--- config.mk ---
export PLATFORM = sky130hd
export DESIGN_NAME = prioritized_timed_relay_channels_flat
export DESIGN_NICKNAME = d
export VERILOG_FILES = /design/src/rtl/ptrc_pkg.sv /design/src/rtl/ptrc_if.sv /design/src/rtl/ptrc_ctrl.sv /design/src/rtl/ptrc_dp.sv /design/src/rtl/prioritized_timed_relay_channels.sv /design/src/flat_wrapper.sv
export SDC_FILE = /design/constraint.sdc
export NUM_CORES = 2
export LEC_CHECK = 0
export BUFFER_PORTS_ARGS = -buffer_cell sky130_fd_sc_hd__buf_2
export CORE_ASPECT_RATIO = 0.7
export CORE_UTILIZATION = 35
export CTS_BUF_LIST = sky130_fd_sc_hd__clkbuf_8
export DETAILED_ROUTE_END_ITERATION = 7
export GPL_ROUTABILITY_DRIVEN = 0
export HOLD_SLACK_MARGIN = 0.05
export PLACE_DENSITY = 0.55
export SLEW_MARGIN = 20
export SYNTH_ARGS = -nofsm -noshare
export SYNTH_HDL_FRONTEND = slang
export SYNTH_SLANG_ARGS = --single-unit
--- constraint.sdc ---
create_clock -name clk_i -period 8.3 [get_ports clk_i]
set_clock_uncertainty 0.15 [all_clocks]
set_input_delay 0.415 -clock clk_i [delete_from_list [all_inputs] [get_ports clk_i]]
set_output_delay 0.415 -clock clk_i [all_outputs]
set_load 0.1 [all_outputs]
--- src/rtl/ptrc_pkg.sv ---
// Shared constants, types and helpers for the timed relay channel block.
package ptrc_pkg;

  localparam int unsigned RELAY_MAX   = 8;
  localparam int unsigned MASK_W      = 8;
  localparam int unsigned CODE_W      = 32;
  localparam int unsigned DLY_W       = 16;
  localparam int unsigned LVL_W       = 3;
  localparam int unsigned CH_W        = 4;
  localparam int unsigned STAT_W      = 2;
  localparam int unsigned MODE_W      = 2;
  localparam int unsigned CFG_IDX_W   = 4;
  localparam int unsigned CFG_DATA_W  = 32;

  localparam logic [LVL_W-1:0]  PLATFORM_LEVEL = 3'd2;

  localparam logic [CODE_W-1:0] CODE_OFF      = 32'h0000_0000;
  localparam logic [CODE_W-1:0] CODE_ONE      = 32'h0000_0001;
  localparam logic [CODE_W-1:0] CODE_KEEP_ON  = 32'hFFFF_FFFF;
  localparam logic [CODE_W-1:0] CODE_KEEP_OFF = 32'hFFFF_FFFE;

  localparam logic [STAT_W-1:0] ST_OK      = 2'd0;
  localparam logic [STAT_W-1:0] ST_BAD_CH  = 2'd1;
  localparam logic [STAT_W-1:0] ST_LOW_LVL = 2'd2;

  localparam logic [MODE_W-1:0] MODE_NONE     = 2'd0;
  localparam logic [MODE_W-1:0] MODE_KEEP_ON  = 2'd1;
  localparam logic [MODE_W-1:0] MODE_KEEP_OFF = 2'd2;
  localparam logic [MODE_W-1:0] MODE_TIMED    = 2'd3;

  localparam logic [CODE_W-1:0] SAFE_LIMIT_RST = 32'hFFFF_FFFF;

  // Controller to datapath
  typedef struct packed {
    logic load;       // capture the input transaction, restart the sweep
    logic tick_step;  // serve the channel under the sweep pointer
    logic write_en;   // apply the captured write command
  } dp_cmd_t;

  // Datapath to controller
  typedef struct packed {
    logic sweep_last; // sweep pointer sits on the last channel
  } dp_sts_t;

  function automatic logic [MODE_W-1:0] code_mode(input logic [CODE_W-1:0] code);
    logic [MODE_W-1:0] m;
    if (code == CODE_KEEP_ON) begin
      m = MODE_KEEP_ON;
    end else if (code == CODE_KEEP_OFF) begin
      m = MODE_KEEP_OFF;
    end else if (code != CODE_OFF) begin
      m = MODE_TIMED;
    end else begin
      m = MODE_NONE;
    end
    return m;
  endfunction

endpackage

--- src/rtl/ptrc_if.sv ---
// Valid/ready channel interfaces for command transactions and result transactions.
interface ptrc_req_if;
  logic                           valid;
  logic                           ready;
  logic                           operation;
  logic [ptrc_pkg::LVL_W-1:0]     priority_level;
  logic [ptrc_pkg::CH_W-1:0]      channel_index;
  logic [ptrc_pkg::CODE_W-1:0]    on_time_code;
  logic [ptrc_pkg::DLY_W-1:0]     delay_ticks;

  modport source (output valid, operation, priority_level, channel_index, on_time_code,
                  delay_ticks, input ready);
  modport sink   (input valid, operation, priority_level, channel_index, on_time_code,
                  delay_ticks, output ready);
endinterface

interface ptrc_rsp_if;
  logic                           valid;
  logic                           ready;
  logic [ptrc_pkg::STAT_W-1:0]    status;
  logic [ptrc_pkg::MASK_W-1:0]    drive_mask;
  logic [ptrc_pkg::MASK_W-1:0]    active_mask;
  logic [ptrc_pkg::MASK_W-1:0]    expiring_mask;
  logic [ptrc_pkg::MODE_W-1:0]    platform_mode;

  modport source (output valid, status, drive_mask, active_mask, expiring_mask,
                  platform_mode, input ready);
  modport sink   (input valid, status, drive_mask, active_mask, expiring_mask,
                  platform_mode, output ready);
endinterface

--- src/rtl/ptrc_ctrl.sv ---
// Control state machine: accepts a transaction, sequences the tick sweep or write, holds the result.
module ptrc_ctrl (
  input  logic               clk_i,
  input  logic               rst_ni,
  input  logic               in_valid_i,
  input  logic               in_op_i,
  output logic               in_ready_o,
  output logic               out_valid_o,
  input  logic               out_ready_i,
  output ptrc_pkg::dp_cmd_t  cmd_o,
  input  ptrc_pkg::dp_sts_t  sts_i
);
  import ptrc_pkg::*;

  typedef enum logic [3:0] {
    S_IDLE  = 4'b0001,
    S_TICK  = 4'b0010,
    S_WRITE = 4'b0100,
    S_RESP  = 4'b1000
  } state_e;

  state_e state_q, state_d;
  logic   accept;

  assign in_ready_o  = (state_q == S_IDLE);
  assign out_valid_o = (state_q == S_RESP);
  assign accept      = in_valid_i && in_ready_o;

  always_comb begin
    state_d         = state_q;
    cmd_o           = '0;
    cmd_o.load      = accept;
    case (state_q)
      S_IDLE: begin
        if (accept) begin
          state_d = in_op_i ? S_WRITE : S_TICK;
        end
      end
      S_TICK: begin
        cmd_o.tick_step = 1'b1;
        if (sts_i.sweep_last) begin
          state_d = S_RESP;
        end
      end
      S_WRITE: begin
        cmd_o.write_en = 1'b1;
        state_d        = S_RESP;
      end
      S_RESP: begin
        if (out_ready_i) begin
          state_d = S_IDLE;
        end
      end
      default: state_d = S_IDLE;
    endcase
  end

  always_ff @(posedge clk_i or negedge rst_ni) begin
    if (!rst_ni) begin
      state_q <= S_IDLE;
    end else begin
      state_q <= state_d;
    end
  end

endmodule

--- src/rtl/ptrc_dp.sv ---
// Datapath: per-channel counters, owners, modes, safety limits and the result registers.
module ptrc_dp #(
  parameter int unsigned CHANNELS = ptrc_pkg::RELAY_MAX
) (
  input  logic                            clk_i,
  input  logic                            rst_ni,
  input  ptrc_pkg::dp_cmd_t               cmd_i,
  output ptrc_pkg::dp_sts_t               sts_o,
  input  logic [ptrc_pkg::LVL_W-1:0]      level_i,
  input  logic [ptrc_pkg::CH_W-1:0]       channel_i,
  input  logic [ptrc_pkg::CODE_W-1:0]     code_i,
  input  logic [ptrc_pkg::DLY_W-1:0]      delay_i,
  input  logic                            cfg_we_i,
  input  logic [ptrc_pkg::CFG_IDX_W-1:0]  cfg_idx_i,
  input  logic [ptrc_pkg::CFG_DATA_W-1:0] cfg_data_i,
  output logic [ptrc_pkg::STAT_W-1:0]     status_o,
  output logic [ptrc_pkg::MASK_W-1:0]     drive_mask_o,
  output logic [ptrc_pkg::MASK_W-1:0]     active_mask_o,
  output logic [ptrc_pkg::MASK_W-1:0]     expiring_mask_o,
  output logic [ptrc_pkg::MODE_W-1:0]     platform_mode_o
);
  import ptrc_pkg::*;

  localparam int unsigned IDX_W = (CHANNELS > 1) ? $clog2(CHANNELS) : 1;
  localparam logic [IDX_W-1:0] LAST_IDX = IDX_W'(CHANNELS - 1);
  localparam logic [CH_W-1:0]  CH_LIMIT = CH_W'(CHANNELS);

  // Captured transaction
  logic [LVL_W-1:0]  lvl_q;
  logic [CH_W-1:0]   ch_q;
  logic [CODE_W-1:0] code_q;
  logic [DLY_W-1:0]  dly_in_q;

  // Channel state
  logic [CODE_W-1:0] cnt_q   [CHANNELS];
  logic [DLY_W-1:0]  dly_q   [CHANNELS];
  logic [LVL_W-1:0]  own_q   [CHANNELS];
  logic [MODE_W-1:0] mode_q  [CHANNELS];
  logic [CODE_W-1:0] lim_q   [CHANNELS];
  logic [CHANNELS-1:0] drive_q;
  logic [CHANNELS-1:0] active_q;

  // Result
  logic [STAT_W-1:0]   status_q;
  logic [MODE_W-1:0]   rmode_q;
  logic [CHANNELS-1:0] exp_q;

  logic [IDX_W-1:0] idx_q;

  // Tick path for the channel under the sweep pointer
  logic [CODE_W-1:0] cur_cnt, cur_lim, clamped, nxt_cnt;
  logic [DLY_W-1:0]  cur_dly, nxt_dly;
  logic              nxt_drive, nxt_act, nxt_exp, own_clr;

  // Write path
  logic [IDX_W-1:0]  wsel;
  logic              ch_ok, lvl_low;
  logic [MODE_W-1:0] wmode;

  assign cur_cnt = cnt_q[idx_q];
  assign cur_dly = dly_q[idx_q];
  assign cur_lim = lim_q[idx_q];
  assign clamped = (cur_cnt > cur_lim) ? cur_lim : cur_cnt;

  always_comb begin
    nxt_cnt   = cur_cnt;
    nxt_dly   = cur_dly;
    nxt_drive = drive_q[idx_q];
    own_clr   = 1'b0;
    if (cur_dly != '0) begin
      nxt_dly = cur_dly - 1'b1;
    end else begin
      nxt_cnt = clamped;
      if (clamped == CODE_OFF) begin
        nxt_drive = 1'b0;
        own_clr   = 1'b1;
      end else if (clamped == CODE_KEEP_ON) begin
        nxt_drive = 1'b1;
      end else if (clamped == CODE_KEEP_OFF) begin
        nxt_drive = 1'b0;
      end else begin
        nxt_drive = 1'b1;
        nxt_cnt   = clamped - 1'b1;
      end
    end
    nxt_act = (nxt_cnt != CODE_OFF) && (nxt_cnt != CODE_KEEP_OFF);
    nxt_exp = nxt_act && (nxt_cnt == CODE_ONE);
  end

  assign wsel    = ch_q[IDX_W-1:0];
  assign ch_ok   = ch_q < CH_LIMIT;
  assign lvl_low = lvl_q < own_q[wsel];
  assign wmode   = (lvl_q == PLATFORM_LEVEL) ? code_mode(code_q) : mode_q[wsel];

  assign sts_o.sweep_last = (idx_q == LAST_IDX);

  always_ff @(posedge clk_i) begin
    if (cmd_i.load) begin
      lvl_q    <= level_i;
      ch_q     <= channel_i;
      code_q   <= code_i;
      dly_in_q <= delay_i;
    end
  end

  always_ff @(posedge clk_i or negedge rst_ni) begin
    if (!rst_ni) begin
      for (int i = 0; i < CHANNELS; i++) begin
        cnt_q[i]  <= CODE_OFF;
        dly_q[i]  <= '0;
        own_q[i]  <= '0;
        mode_q[i] <= MODE_NONE;
        lim_q[i]  <= SAFE_LIMIT_RST;
      end
      drive_q  <= '0;
      active_q <= '0;
      status_q <= ST_OK;
      rmode_q  <= MODE_NONE;
      exp_q    <= '0;
      idx_q    <= '0;
    end else begin
      if (cfg_we_i && (cfg_idx_i < CFG_IDX_W'(CHANNELS))) begin
        lim_q[cfg_idx_i[IDX_W-1:0]] <= cfg_data_i;
      end
      if (cmd_i.load) begin
        idx_q    <= '0;
        exp_q    <= '0;
        status_q <= ST_OK;
        rmode_q  <= MODE_NONE;
      end
      if (cmd_i.tick_step) begin
        cnt_q[idx_q]    <= nxt_cnt;
        dly_q[idx_q]    <= nxt_dly;
        drive_q[idx_q]  <= nxt_drive;
        active_q[idx_q] <= nxt_act;
        exp_q[idx_q]    <= nxt_exp;
        if (own_clr) begin
          own_q[idx_q] <= '0;
        end
        if (nxt_exp) begin
          mode_q[idx_q] <= MODE_NONE;
        end
        idx_q <= idx_q + 1'b1;
      end
      if (cmd_i.write_en) begin
        if (!ch_ok) begin
          status_q <= ST_BAD_CH;
          rmode_q  <= MODE_NONE;
        end else if (lvl_low) begin
          status_q <= ST_LOW_LVL;
          rmode_q  <= mode_q[wsel];
        end else begin
          status_q       <= ST_OK;
          rmode_q        <= wmode;
          mode_q[wsel]   <= wmode;
          own_q[wsel]    <= lvl_q;
          cnt_q[wsel]    <= code_q;
          dly_q[wsel]    <= dly_in_q;
          active_q[wsel] <= (code_q != CODE_OFF) && (code_q != CODE_KEEP_OFF);
        end
      end
    end
  end

  assign status_o        = status_q;
  assign platform_mode_o = rmode_q;
  assign drive_mask_o    = MASK_W'(drive_q);
  assign active_mask_o   = MASK_W'(active_q);
  assign expiring_mask_o = MASK_W'(exp_q);

endmodule

--- src/rtl/prioritized_timed_relay_channels.sv ---
// A tick is accepted in IDLE, sweeps the channels in TICK and holds its result in RESP; a write
// is accepted in IDLE, applied in WRITE and held in RESP. The tick sweep serves one channel per
// cycle through a single counter/limit unit.
// The next transaction is accepted once the held result has been taken.
// Reset: asynchronous, active low; counters, owners, modes and drive bits clear, safety
// limits return to all ones. No clearing pass is needed.
module prioritized_timed_relay_channels #(
  parameter int unsigned CHANNELS = ptrc_pkg::RELAY_MAX
) (
  input  logic                            clk_i,
  input  logic                            rst_ni,
  ptrc_req_if.sink                        req_i,
  ptrc_rsp_if.source                      rsp_o,
  input  logic                            cfg_we_i,
  input  logic [ptrc_pkg::CFG_IDX_W-1:0]  cfg_idx_i,
  input  logic [ptrc_pkg::CFG_DATA_W-1:0] cfg_data_i
);
  import ptrc_pkg::*;

  dp_cmd_t cmd;
  dp_sts_t sts;

  ptrc_ctrl u_ctrl (
    .clk_i       (clk_i),
    .rst_ni      (rst_ni),
    .in_valid_i  (req_i.valid),
    .in_op_i     (req_i.operation),
    .in_ready_o  (req_i.ready),
    .out_valid_o (rsp_o.valid),
    .out_ready_i (rsp_o.ready),
    .cmd_o       (cmd),
    .sts_i       (sts)
  );

  ptrc_dp #(
    .CHANNELS (CHANNELS)
  ) u_dp (
    .clk_i           (clk_i),
    .rst_ni          (rst_ni),
    .cmd_i           (cmd),
    .sts_o           (sts),
    .level_i         (req_i.priority_level),
    .channel_i       (req_i.channel_index),
    .code_i          (req_i.on_time_code),
    .delay_i         (req_i.delay_ticks),
    .cfg_we_i        (cfg_we_i),
    .cfg_idx_i       (cfg_idx_i),
    .cfg_data_i      (cfg_data_i),
    .status_o        (rsp_o.status),
    .drive_mask_o    (rsp_o.drive_mask),
    .active_mask_o   (rsp_o.active_mask),
    .expiring_mask_o (rsp_o.expiring_mask),
    .platform_mode_o (rsp_o.platform_mode)
  );

  // Never take a new transaction while a result is held
  a_no_overlap: assert property (@(posedge clk_i) disable iff (!rst_ni)
    !(rsp_o.valid && req_i.ready))
    else $error("input ready while result pending");

  // A result never appears in the cycle right after acceptance
  a_min_latency: assert property (@(posedge clk_i) disable iff (!rst_ni)
    (req_i.valid && req_i.ready) |=> !rsp_o.valid)
    else $error("result too early");

  // Only a tick reports expiring channels; a refused write must show none
  a_exp_status: assert property (@(posedge clk_i) disable iff (!rst_ni)
    (rsp_o.valid && (rsp_o.status != ST_OK)) |-> (rsp_o.expiring_mask == '0))
    else $error("expiring mask on refused write");

  // Expiring channels are a subset of active channels
  a_exp_active: assert property (@(posedge clk_i) disable iff (!rst_ni)
    rsp_o.valid |-> ((rsp_o.expiring_mask & ~rsp_o.active_mask) == '0))
    else $error("expiring channel not active");

endmodule
--- src/flat_wrapper.sv ---
// flat-port wrapper written by rule: the top's interface ports become plain ports
module prioritized_timed_relay_channels_flat import ptrc_pkg::*;
#(
  parameter int unsigned CHANNELS = ptrc_pkg::RELAY_MAX
)
  (clk_i, rst_ni, cfg_we_i, cfg_idx_i, cfg_data_i, req_i_valid, req_i_operation, req_i_priority_level, req_i_channel_index, req_i_on_time_code, req_i_delay_ticks, req_i_ready, rsp_o_valid, rsp_o_status, rsp_o_drive_mask, rsp_o_active_mask, rsp_o_expiring_mask, rsp_o_platform_mode, rsp_o_ready);
  ptrc_req_if req_i_i ();
  ptrc_rsp_if rsp_o_i ();
  input  logic clk_i;
  input  logic rst_ni;
  input  logic cfg_we_i;
  input  logic [ptrc_pkg::CFG_IDX_W-1:0] cfg_idx_i;
  input  logic [ptrc_pkg::CFG_DATA_W-1:0] cfg_data_i;
  input wire logic [$bits(req_i_i.valid)-1:0] req_i_valid;
  input wire logic [$bits(req_i_i.operation)-1:0] req_i_operation;
  input wire logic [$bits(req_i_i.priority_level)-1:0] req_i_priority_level;
  input wire logic [$bits(req_i_i.channel_index)-1:0] req_i_channel_index;
  input wire logic [$bits(req_i_i.on_time_code)-1:0] req_i_on_time_code;
  input wire logic [$bits(req_i_i.delay_ticks)-1:0] req_i_delay_ticks;
  output wire logic [$bits(req_i_i.ready)-1:0] req_i_ready;
  output wire logic [$bits(rsp_o_i.valid)-1:0] rsp_o_valid;
  output wire logic [$bits(rsp_o_i.status)-1:0] rsp_o_status;
  output wire logic [$bits(rsp_o_i.drive_mask)-1:0] rsp_o_drive_mask;
  output wire logic [$bits(rsp_o_i.active_mask)-1:0] rsp_o_active_mask;
  output wire logic [$bits(rsp_o_i.expiring_mask)-1:0] rsp_o_expiring_mask;
  output wire logic [$bits(rsp_o_i.platform_mode)-1:0] rsp_o_platform_mode;
  input wire logic [$bits(rsp_o_i.ready)-1:0] rsp_o_ready;
  assign req_i_i.valid = req_i_valid;
  assign req_i_i.operation = req_i_operation;
  assign req_i_i.priority_level = req_i_priority_level;
  assign req_i_i.channel_index = req_i_channel_index;
  assign req_i_i.on_time_code = req_i_on_time_code;
  assign req_i_i.delay_ticks = req_i_delay_ticks;
  assign req_i_ready = req_i_i.ready;
  assign rsp_o_valid = rsp_o_i.valid;
  assign rsp_o_status = rsp_o_i.status;
  assign rsp_o_drive_mask = rsp_o_i.drive_mask;
  assign rsp_o_active_mask = rsp_o_i.active_mask;
  assign rsp_o_expiring_mask = rsp_o_i.expiring_mask;
  assign rsp_o_platform_mode = rsp_o_i.platform_mode;
  assign rsp_o_i.ready = rsp_o_ready;
  prioritized_timed_relay_channels #(.CHANNELS(CHANNELS)) u_core (.clk_i(clk_i), .rst_ni(rst_ni), .req_i(req_i_i), .rsp_o(rsp_o_i), .cfg_we_i(cfg_we_i), .cfg_idx_i(cfg_idx_i), .cfg_data_i(cfg_data_i));
endmodule
=== Word-level counts from Yosys, hierarchy flattened ===
Cells that the tools add are included.
Widths: inputs -> output; s select.

* Bits in registers: 770
* Logic and storage cells: 214
* Input port bits: 97

* $lt $le $gt $ge: 14
* Eq/ne operators: 16
* Bitwise operators: 7
* Mux-type cells: 106
* Add/sub/neg operators: 3
* Reduce and logical (&&, ||, !) cells: 17

{| class="wikitable"
|+ Operators by type and width
! kind !! count
|-
| $mux 256 || 4
|-
| $bwmux 256 || 3
|-
| $mux 128 || 4
|-
| $mux 32 || 12
|-
| $demux 32 s3 || 3
|-
| $bwmux 128 || 2
|-
| $bmux 32 s3 || 2
|-
| $mux 16 || 10
|-
| $eq 32x32->1 const B || 4
|-
| $mux 24 || 5
|-
| $demux 16 s3 || 2
|-
| $ne 32x32->1 const B || 2
|-
| $reduce_bool 32->1 || 2
|-
| $bmux 16 s3 || 1
|-
| $mux 8 || 6
|-
| $bwmux 8 || 4
|-
| $eq 32x1->1 const B || 1
|-
| $gt 32x32->1 || 1
|-
| $logic_not 32->1 || 1
|-
| $sub 32x1->32 const B || 1
|-
| $mux 2 || 15
|-
| $and 24x24->24 || 1
|-
| $bwmux 24 || 1
|-
| $not 24->24 || 1
|-
| other kinds (33) || 75
|}

=== Logic depth before layout (Yosys ltp) ===
* Depth after elaboration: 20
* Gate-level depth with buffers: 38
* Mapped depth without buffers: 27

=== Modules after synthesis ===
From an unflattened synthesis, not the netlist that was laid out.

* Cell total of the unflattened synthesis: 4,297
* Area total of the unflattened synthesis: 42,620.9 um^2

{| class="wikitable"
|+ Modules (own cells, without submodules)
! module !! cells an instance !! area an instance (um^2) !! sequential area each (um^2) !! times used
|-
| ptrc_dp || 4,271 || 42,363.1 || 19,764.0 || 1
|-
| ptrc_ctrl || 26 || 257.7 || 101.3 || 1
|}

=== Least setup slack after synthesis ===
OpenSTA, ideal clock, no wires.

* Kind: flip-flop to flip-flop
* From: reg u_core.u_dp.idx_q[2]
* To: reg u_core.u_dp.active_q[6], in the netlist u_core.u_dp.active_mask_o[6]
* Data arrival time: 8,512 ps
* Required time: 8,007 ps
* Cell stages (with the launch flop): 36
* Slack: -505 ps
* Cell sequence: dfrtp_1 > buf_6 > buf_6 > buf_2 > buf_2 > mux2_2 > mux4_2 > a221oi_1 > inv_1 > ha_1 > nor2b_1 > o211ai_1 > a2111oi_0 > or4_1 > a22oi_1 > clkbuf_1 > clkbuf_1 > clkbuf_1 > clkbuf_1 > a21oi_1 > inv_1 > ha_1 > nand2_1 > or3_1 > mux2_2 > a211oi_4 > buf_6 > nor3_2 > nand3b_1 > and3b_1 > buf_2 > a2111o_1 > nor4_4 > nand4_4 > o22ai_4 > o221ai_2

* Word-level cells in the longest chain between the ends: 19

{| class="wikitable"
|+ RTL lines
! element !! line !! RTL
|-
| start: declaration || ptrc_dp.sv:48 || <nowiki>logic [IDX_W-1:0] idx_q;</nowiki>
|-
| start signal: assignment || ptrc_dp.sv:143 || <nowiki>idx_q <= idx_q + 1'b1;</nowiki>
|-
| $not 3->4 (not written as such) || ptrc_dp.sv:60, ptrc_dp.sv:61, ptrc_dp.sv:62 ||
|-
| $bmux 32 s3 (on tied branches) || ptrc_dp.sv:60, ptrc_dp.sv:62 ||
|-
| $mux 32 (on tied branches) (2 in a row) || ptrc_dp.sv:60, ptrc_dp.sv:62 ||
|-
| $gt 32x32->1 || ptrc_dp.sv:63 || <nowiki>assign clamped = (cur_cnt > cur_lim) ? cur_lim : cur_cnt;</nowiki>
|-
| $mux 32 || ptrc_dp.sv:63 ||
|-
| $sub 32x1->32 or $eq 32x32->1 (tied branches) || ptrc_dp.sv:83, ptrc_dp.sv:79 ||
|-
| $mux 32 || ptrc_dp.sv:79 || <nowiki>end else if (clamped == CODE_KEEP_OFF) begin</nowiki>
|-
| $mux 32 || ptrc_dp.sv:77 || <nowiki>end else if (clamped == CODE_KEEP_ON) begin</nowiki>
|-
| [2 not listed] || - ||
|-
| $ne 32x32->1 or $reduce_bool 32->1 (tied branches) || ptrc_dp.sv:86 || <nowiki>nxt_act = (nxt_cnt != CODE_OFF) && (nxt_cnt != CODE_KEEP_OFF);</nowiki>
|-
| $logic_and 1x1->1 || ptrc_dp.sv:86 ||
|-
| $bwmux 8 (*) || ptrc_dp.sv:135 || <nowiki>active_q[idx_q] <= nxt_act;</nowiki>
|-
| $mux 8 (*) || ptrc_dp.sv:131 || <nowiki>if (cmd_i.tick_step) begin</nowiki>
|-
| $bwmux 8 || ptrc_dp.sv:159 || <nowiki>active_q[wsel] <= (code_q != CODE_OFF) && (code_q != CODE_KEEP_OFF);</nowiki>
|-
| $mux 8 || ptrc_dp.sv:149 || <nowiki>end else if (lvl_low) begin</nowiki>
|-
| $mux 8 || ptrc_dp.sv:146 || <nowiki>if (!ch_ok) begin</nowiki>
|-
| $mux 8 (*) || ptrc_dp.sv:145 || <nowiki>if (cmd_i.write_en) begin</nowiki>
|-
| end signal: indexed assignment || ptrc_dp.sv:135 ||
|-
| end signal: indexed assignment || ptrc_dp.sv:159 ||
|-
| end: declaration || ptrc_dp.sv:41 || <nowiki>logic [CHANNELS-1:0] active_q;</nowiki>
|}

Every way passes the cells marked *; elsewhere a longest branch is shown, timed or not. The select of a mux whose other input is x is not followed.
A chain may end at the register's enable or synchronous reset.

=== Worst setup path after layout ===
* From: reg u_core.u_dp.idx_q[0]
* To: reg u_core.u_dp.active_q[6], in the netlist u_core.u_dp.active_mask_o[6]

The elaborated chain is that of the path after synthesis.

==> summary.txt <==
Worst Tran Pin Value: 1.22 ns
Initial antenna violation count: 3
Fin Setup TNS: 0 ns
Share of cells above drive strength 1: 27.0%
DR iter-0 viols: 4,979
CP max stage cell: o22ai_1
All-Layer GR Usage: 26.5%
Synthesis-to-finish area growth: 17.0%
PwrDens: 352 nW/um^2
Clk_lat worst skew: 0.88 ns
Vias in the first global route: 35.3k
# clock sinks: 770
H-tree level count: 4
DR WL met3: 18.1 mm
Internal power: 9.62 mW
Antenna Violating Nets Remaining: 0
Number of max-cap violations: 0
Syn_nets: 4,479
Tmin final: 8.07 ns
Worst setup EP type: register
Sequential fraction of the synthesis area: 47.0%
Setup violations, final: 0
Design area: 49,500 um^2
Critical path's most frequent cell: buf_4
DIE AREA: 122,000 um^2
Vias per cell: 5.84
Crit start category: register
Rows: 106
Wirelength per Cell: 26.0 um
Met2 wire length: 66.0 mm
Post-Route WL: 164 mm
Combinational share of power: 47.6%
Clock transition at the registers of the reported paths: 0.06 ns
Fin crit share: 97.2%
Post-synthesis register bit count: 770
Buffers added on ports: 126
Sw Pwr: 7.80 mW
Netlist Area Pre-Place: 42,300 um^2
Nets@finish: 4,729
Die W: 418 um
Mean Syn Cell Area: 9.75 um^2
Status: finished clean
Root Buffer: clkbuf_8
Ys Warns: 0
Ys async rst share: 92.9%
Routed via count: 36.9k
Max layer used: met5
Post-layout util: 41.4%
CTS Buf Count: 130
Worst Path Max Fanout: 26
Clock buffer depth: 3
HPWL after detailed placement: 106 mm
Starting density of the core: 35.4%
Main synth FF type: dfrtp_1
Leakage power: 20.1 nW
Data required, critical path: 8.84 ns
Die height: 293 um
Gr ovfl total: 0
Synth Instances: 4,341
Kind of critical path: register to register
Remaining DRCs: 0
Maximum vdd drop: 283 uV
Largest net degree at the start of global routing: 154
First-pass GRT wire length: 243 mm
Hold crit path type: input pin to register
CTS tree: yes
Max-slew violations: 0
Switching Fraction: 44.8%
Yosys cell types: 99
Crit path largest cell delay: 0.70 ns
WP data arrival: 8.60 ns
Placed cell area: 45,500 um^2
Core footprint: 120,000 um^2
Slew headroom: 18.0%
RSZ-0062 raised after global routing: no
Clk pwr share: 19.8%
Fin worst setup slack: 0.232 ns
DRT met1 WL: 76.0 mm
Drt first pass iters: 6
Number of synthesized flops with an enable pin: 55
Reg power frac: 32.6%
Pre-CTS setup slack: 0.434 ns
Final hold violations: 0
Peak Freq: 0.124 GHz
Io pins: 127
repair_timing:
action / 4_1_cts / 5_1_grt
hold buffers: 135 / 0
setup endpoints to repair: 0 / 20
resized for setup: 0 / 2
buffers inserted: 0 / 1
endpoints found under the hold margin: 430 / 0
power by group through the flow:
stage / combinational, mW / clock, mW / sequential, mW
3_3_place_gp: 7.89 / 0 / 5.69
4_1_cts: 8.01 / 3.52 / 5.64
3_5_place_dp: 7.93 / 0 / 5.69
2_1_floorplan: 5.03 / 0 / 5.50
5_1_grt: 8.75 / 3.68 / 5.78
6_report: 8.30 / 3.44 / 5.68
logic make-up (layout without fill, tap and decap cells):
group	Yosys count	count (layout)	share of synthesized area, %
DFF	770	770	47.0
other	0	4	0
xor gates and xnor gates	16	16	0.331
adders and majority gates	41	41	1.21
and+or+nand+nor	1455	1455	15.3
muxes	598	598	16.3
AOI/OAI and AO/OA	1038	1038	15.5
buffers and inverters	423	772	4.29
flip-flops by register name, summed over array words and instances (netlist names), 16 cells and up:
name and cells:
u_core.u_dp.mode_q 16, u_core.u_dp.lim_q 256, u_core.u_dp.dly_in_q 16, u_core.u_dp.code_q 32
u_core.u_dp.dly_q 128, u_core.u_dp.own_q 24, u_core.u_dp.cnt_q 256
per-stage QoR:
stage / power [mW] / hold slack (ns) / cells
3_3_place_gp: 13.6 / 0.328 / 5941
5_1_grt: 18.2 / 0.103 / 6313
2_1_floorplan: 10.5 / -0.0306 / 4341
3_5_place_dp: 13.6 / 0.330 / 5942
6_report: 17.4 / 0.139 / 6314
4_1_cts: 17.2 / 0.0511 / 6308
critical path, delay by kind of cell, from the launching register on:
| kind | cells | cell delay (ns) |
|---|---|---|
| AO/OA/AOI/OAI | 11 | 2.55 |
| adder cells (fa/ha/maj) | 2 | 0.60 |
| buffers and inverters | 5 | 1.06 |
| flip-flops | 1 | 0.64 |
| multiplexers | 1 | 0.30 |
| AND/OR/NAND/NOR | 9 | 2.53 |
cells in the mapped netlist, types with 39 or more instances:
cell      count  share of area [%]
nand2_1     690                6.1
dfrtp_1     458                 27
nor2_1      398                3.5
mux2_2      309                8.2
o21ai_0     293                3.5
clkbuf_1    258                2.3
dfstp_2     257                 16
a21oi_1     240                2.8
mux2i_1     231                5.5
a31oi_1     154                2.3
nor3_1       62               0.73
buf_1        57               0.51
o22ai_1      57               0.84
edfxtp_1     55                3.9
nand3_1      50               0.59
nand4_1      43               0.64
ha_1         41                1.2
a221o_1      39               0.92
mux4_2       39                2.1
layout by cell type (no fill, tap or decap), types with 42 or more instances in the layout:
cell type        n
clkbuf_8       149
a31oi_1        154
a21oi_1        240
nand4_1         43
nand2_1        685
o21ai_0        293
dfstp_2        257
o22ai_1         57
nand3_1         42
inv_1           84
mux2_2         309
edfxtp_1        55
nor2_1         391
dlygate4sd3_1  135
nor3_1          56
buf_2          125
dfrtp_1        455
buf_4          222
mux2i_1        231
routing by layer:
metal  global-route usage, %  vias to the layer above
li1                        -                    16100
met1                    40.4                    18400
met2                    36.5                     2009
met3                    6.89                      273
met4                    6.95                        2
met5                       0                        -
worst paths after layout:
| path | from | endpoint | slack [ns] | depth (start not counted) |
|---|---|---|---|---|
| max | u_core.u_dp.idx_q[0] | u_core.u_dp.active_mask_o[6] | 0.23 | 28 |
| min | req_i_delay_ticks[9] | u_core.u_dp.dly_in_q[9] | 0.14 | 2 |
| max reg2reg | u_core.u_dp.idx_q[0] | u_core.u_dp.active_mask_o[6] | 0.23 | 28 |
| min reg2reg | u_core.u_dp.own_q[15] | u_core.u_dp.own_q[15] | 0.35 | 1 |
| max in group asynchronous | rst_ni | u_core.u_dp.idx_q[0] | 5.67 | 4 |
| min in group asynchronous | rst_ni | u_core.u_dp.lim_q[241] | 0.44 | 2 |
cell type report:
| type | instances | area [um^2] |
|---|---|---|
| antenna | 4 | 10.0 |
| clock buffer | 149 | 2050 |
| clock inverter | 82 | 483 |
| fill | 11700 | 70200 |
| inverter | 41 | 156 |
| multi-input combinational | 3148 | 20900 |
| sequential | 770 | 19900 |
| tap | 1620 | 2030 |
| timing repair buffer | 500 | 3990 |
Power figures use the tool's default switching activity.
